===== config.mk =====
export PLATFORM = sky130hd
export DESIGN_NAME = spq_cell
export DESIGN_NICKNAME = d
export VERILOG_FILES = /design/src/rtl/spq_pkg.sv /design/src/rtl/spq_cell.sv
export SDC_FILE = /design/constraint.sdc
export NUM_CORES = 1
export LEC_CHECK = 0
export BUFFER_PORTS_ARGS = -buffer_cell sky130_fd_sc_hd__buf_2
export CORE_UTILIZATION = 45
export CTS_CLUSTER_SIZE = 24
export DETAILED_ROUTE_END_ITERATION = 16
export GPL_ROUTABILITY_DRIVEN = 0
export HOLD_SLACK_MARGIN = 0.05
export PLACE_DENSITY = 0.95
export SLEW_MARGIN = 20
export SYNTH_ARGS = -nofsm -noshare
export SYNTH_HDL_FRONTEND = slang
export SYNTH_SLANG_ARGS = --single-unit

===== constraint.sdc =====
create_clock -name i_clk -period 6.2 [get_ports i_clk]
set_clock_uncertainty 0.05 [all_clocks]
set_input_delay 1.24 -clock i_clk [delete_from_list [all_inputs] [get_ports i_clk]]
set_output_delay 1.24 -clock i_clk [all_outputs]
set_load 0.01 [all_outputs]

===== src/rtl/spq_pkg.sv =====
// Shared types and codes for the sorted priority queue.
// Used by the storage cells, the top level and the port checker.
package spq_pkg;

    localparam int VALUE_W = 32;
    localparam int PRIO_W  = 16;
    localparam int OCC_W   = 8;

    typedef enum logic [1:0] {
        ST_OK        = 2'd0,
        ST_OVERFLOW  = 2'd1,
        ST_UNDERFLOW = 2'd2
    } t_status;

    typedef enum logic {
        CMD_ENQUEUE = 1'b0,
        CMD_DEQUEUE = 1'b1
    } t_cmd;

    typedef struct packed {
        logic signed [PRIO_W-1:0]  prio;
        logic signed [VALUE_W-1:0] value;
    } t_entry;

    // Broadcast to every cell for the request being accepted this cycle.
    typedef struct packed {
        logic   enq;
        logic   deq;
        t_entry item;
    } t_ctrl;

endpackage


===== src/rtl/spq_cell.sv =====
// One storage cell of the sorted chain: holds an entry and picks its next
// contents from itself, its neighbours or the incoming entry. Needs spq_pkg.
module spq_cell
    import spq_pkg::*;
(
    input  logic   i_clk,
    input  t_ctrl  i_ctrl,
    input  t_entry i_left,
    input  logic   i_left_gt,
    input  t_entry i_right,
    input  logic   i_occupied,
    input  logic   i_at_tail,
    output t_entry o_entry,
    output logic   o_gt
);

    t_entry r_entry;
    t_entry n_entry;

    // The stored entry belongs to the part that moves up to make room.
    assign o_gt    = i_occupied && (r_entry.prio > i_ctrl.item.prio);
    assign o_entry = r_entry;

    always_comb begin
        n_entry = r_entry;
        priority if (i_ctrl.enq) begin
            priority if (i_left_gt) begin
                n_entry = i_left;
            end else if (o_gt || i_at_tail) begin
                n_entry = i_ctrl.item;
            end
        end else if (i_ctrl.deq) begin
            n_entry = i_right;
        end
    end

    always_ff @(posedge i_clk) begin
        r_entry <= n_entry;
    end

endmodule


After elaboration in Yosys (flattened, before gate mapping)
Cells that the tools add are included.
Widths: inputs -> output; s select.
{ "op_classes": {"eq_ne": 1, "n_mux": 4, "magnitude_cmp": 1, "n_reduce_logical": 4} }
{ "ops": {"columns": ["cell", "n"], "rows": [
  ["$mux 48", 4],
  ["$gt 16x16->1", 1],
  ["$ne 3x1->1 const B", 1],
  ["$reduce_and 2->1", 1],
  ["$reduce_bool 2->1", 1],
  ["$logic_and 1x1->1", 1],
  ["$logic_or 1x1->1", 1]
]} }
{ "word_totals": {"out_inout_bits": 49, "elab_cells": 12, "regBits": 48, "in_bits": 150} }

Longest topological paths before layout
{ "logic_depth": {"word_depth": 6, "mapped_depth": 8, "ltp_nobuf": 8} }

Worst setup path before layout
No wires, ideal clock.
{ "synth_timing": {"path_kind": "input to register", "startpoint": "input i_ctrl[47] (netlist bit)", "endpoint": "register r_entry (netlist bit o_entry[0]), enable pin", "setup_time_ps": 413, "arrival_time_ps": 3898, "stages": 7, "setup_slack_ps": 1839, "t_required_ps": 5737, "path_buffers": 0, "cell_sequence": "inv_1 > ha_1 > nand4_2 > a2111o_1 > and3_1 > a211oi_2 > o32a_1"} }
{ "synth_via": {"elab_chain_cells": 5} }
{ "synth_rtl": {"columns": ["element", "line_no", "source"], "rows": [
  ["from (decl)", "spq_cell.sv:7", "input t_ctrl i_ctrl,"],
  ["$gt 16x16->1", "spq_cell.sv:21", "assign o_gt = i_occupied && (r_entry.prio > i_ctrl.item.prio);"],
  ["$logic_and 1x1->1", "spq_cell.sv:21", null],
  ["via o_gt", "spq_cell.sv:14", "output logic o_gt"],
  ["$logic_or 1x1->1", "spq_cell.sv:29", "end else if (o_gt || i_at_tail) begin"],
  ["$ne 3x1->1 (no source line)", null, null],
  ["$reduce_and 2->1 (no source line)", null, null],
  ["to (signal assigned)", "spq_cell.sv:38", "r_entry <= n_entry;"],
  ["to (decl)", "spq_cell.sv:17", "t_entry r_entry;"]
]} }
The timed path passes the listed nets, and every way through them passes these cells.
A chain may end at the register's enable or synchronous reset.

Final worst setup path
{ "layout_timing": {"startpoint": "input i_ctrl[47] (netlist bit)", "endpoint": "output o_gt"} }
{ "layout_via": {"elab_chain_cells": 2} }
{ "layout_rtl": {"columns": ["element", "line_no"], "rows": [
  ["$gt 16x16->1", "spq_cell.sv:21"],
  ["$logic_and 1x1->1", "spq_cell.sv:21"],
  ["to (decl)", "spq_cell.sv:14"]
]} }
No other way between the ends.

==> metrics.cfg <==
[logic_synthesis]
synthDistinctLibCells = 26
synth-warning-count = 0
yosys-top-cells-area = edfxtp_1 50%, mux2i_1 17%, a21oi_1 9.3%
synth_nets = 435
yosys.area.top_type = edfxtp_1
ys_seq_area_share_pct = 50.35
post-synth-top-area-fraction_pct = 50.35
synth_area_per_cell_um2 = 10.64
synthCells = 269
syn-cell-area_um2 = 2863
ys_ff_latch = 48

[worst_setup_path]
cp.depth = 8
cp.arrival_ns = 2.98
critPathBufInv = 3
r2r_cells = 6
end_kind = output pin
critPathTopFamily = compound AO/OA/AOI/OAI gates
start_kind = input port
cp.required_ns = 4.91
crit_slowest_cell = a2111o_1
path_cells = buf_2 > inv_1 > ha_1 > nand4_2 > a2111o_1 > and3_1 > a211oi_2 > buf_2
worst_path_most_repeated_cell = buf_2
cp_slowest_stage_delay_ns = 0.44
crit_fanout = 4
path_class = in2out
r2r_end = o_entry[23]
r2r_setup_slack_ns = 3.26
worstReg2RegStart = o_entry[47]

[drt]
wl_um = 7908
routed_via_density = 5.116
drc = 0
dr.pass1.iters = 4
drt_iter0_drc = 71
wire_per_inst_um = 14.81
vias = 2732
final_antenna_net_count = 0

[grt]
overflow = 0
grt_pass1_wl_um = 11610
antenna_found_initial = 0
grt.total_usage_pct = 23.48
grt_max_degree = 80
grt_pass1_vias = 2671

[clocking]
cts_buffer_depth = 2
cts_tree = built
post-cts-setup-buffer-count = 0
cts_hold_buf = 0
cts.repair.resized = 0
cts.sinks = 48
htreeDepth = 2
clkTransAtPathRegs_ns = 0.08
clock_tree.root_cell = clkbuf_8
cts-buffers-inserted = 5
clk_latency_ns = 0.29

[cells_and_area]
antenna_cells = 0
drive_above_1_share_pct = 45.75
finalNetCount = 625
final_util_pct = 66.07
layout_common_cells = 198 x buf_2, 53 x a21oi_1, 49 x nor2_1
nFillCells = 504
largest_reg_flops = 48
area_growth_pct = 39.07
final_common_cell = buf_2

[hold_path]
min_to = o_entry[16]
hp-start = i_right[16]
min_path_cells = 3
min_path_type = in2reg

[sta]
finalSetupTns_ns = 0
rsz0062_at_grt = no
hold_ws_ns = 1.217
tightest_slew_ns = 0.7284
slew_violations = 0
finalHoldViolCount = 0
period_share_pct = 68.86
period_minus_slack_ns = 4.269
finalSetupViolCount = 0
fmax_mhz = 234.2
max-slew-margin-rel_pct = 51.44

[die]
rows = 28
die_w_um = 81.76
die_y_um = 81.76
ios = 199
dieArea_um2 = 6685
fp.coreArea_um2 = 6026
initial_core_util_pct = 47.51

[placed_design]
io_buffers = 198
place_hpwl_um = 6224

[power]
p_sw_uw = 221.0
p_leak_uw = 0.002006
p_comb_share_pct = 26.7
p_per_area_nw_per_um2 = 199.2
internal_power_uw = 572.2
p_sw_share_pct = 27.87
seq_power_share_pct = 51.5
irDropWorstVdd_uv = 123.0
p_clk_share_pct = 21.8

[status]
status = completed

[run]
cap_violations = 0

tightest hold or removal path: stages:
cell,delay (ns)
buf_2,0.07
nor2_1,0.03
a21oi_1,0.10
power groups by stage:
stage	logic, uW	registers [uW]	clock network (uW)
floorplan	92.2	434	0
global placement	201	414	0
detailed placement	212	417	0
CTS	212	409	177
global route	234	412	192
finish	212	409	173
synth_stat cells:
| cell type | instances |
|---|---|
| a21oi_1 | 53 |
| nor2_1 | 49 |
| edfxtp_1 | 48 |
| mux2i_1 | 48 |
| ha_1 | 16 |
| inv_1 | 16 |
| clkbuf_1 | 11 |
| buf_2 | 5 |
| nand2_1 | 3 |
| nand4_1 | 3 |
| a31oi_1 | 2 |
| a2111o_1 | 1 |
| a211oi_2 | 1 |
| a21o_1 | 1 |
| and3_1 | 1 |
| buf_1 | 1 |
| nand2b_1 | 1 |
| nand4_2 | 1 |
| nor2b_1 | 1 |
| nor2b_2 | 1 |
| o211ai_1 | 1 |
| o21a_1 | 1 |
| o21a_2 | 1 |
| o21ai_0 | 1 |
| o32a_1 | 1 |
| o41ai_1 | 1 |
worst max path at each step:
stage,from,end,slack (ns)
after floorplan,i_ctrl[47],o_entry[0],1.84
after CTS,i_ctrl[47],o_gt,1.99
final,i_ctrl[47],o_gt,1.93
after global placement,i_ctrl[47],o_gt,2.02
after detailed placement,i_ctrl[33],o_gt,1.99
after global routing,i_ctrl[47],o_gt,1.83
layer usage:
metal  vias up  global-route usage, %  share of wire (%)  wire length (um)
met5         -                      0                  0                 0
met4         0                  11.58                2.7               214
met3        20                  7.333                8.2               649
met2       147                  43.72                 53              4182
met1      1206                  23.24                 36              2862
li1       1359                      -                  -                 -
cell families after synthesis:
| group | share of synthesized area [%] |
|---|---|
| and+or+nand+nor | 8.873 |
| DFF | 50.35 |
| adders and majority gates | 6.993 |
| AOI/OAI and AO/OA | 12.46 |
| muxes | 16.78 |
| buffers and inverters | 4.545 |
stage by stage:
stage          setup WS [ns]  cells  total power (uW)  cell area (um^2)
2_1_floorplan          1.839    269             525.8              2863
3_3_place_gp           2.025    527             614.8              3894
3_5_place_dp           1.995    527             628.3              3894
4_1_cts                1.988    534             798.9              3970
5_1_grt                1.831    534             838.0              3981
6_report               1.931    534             793.2              3981
final cells by class:
cell class	instances	area (um^2)	share of cell area, %
inverters	16	60.06	1.508
multi-input cells	188	1304	32.75
well taps	75	93.84	2.357
clock buffers	5	68.82	1.728
flip-flops and latches	48	1441	36.20
repair buffers	200	1006	25.27
clock inverters	2	7.507	0.1886
No activity file was read; power rests on OpenSTA's default activity.
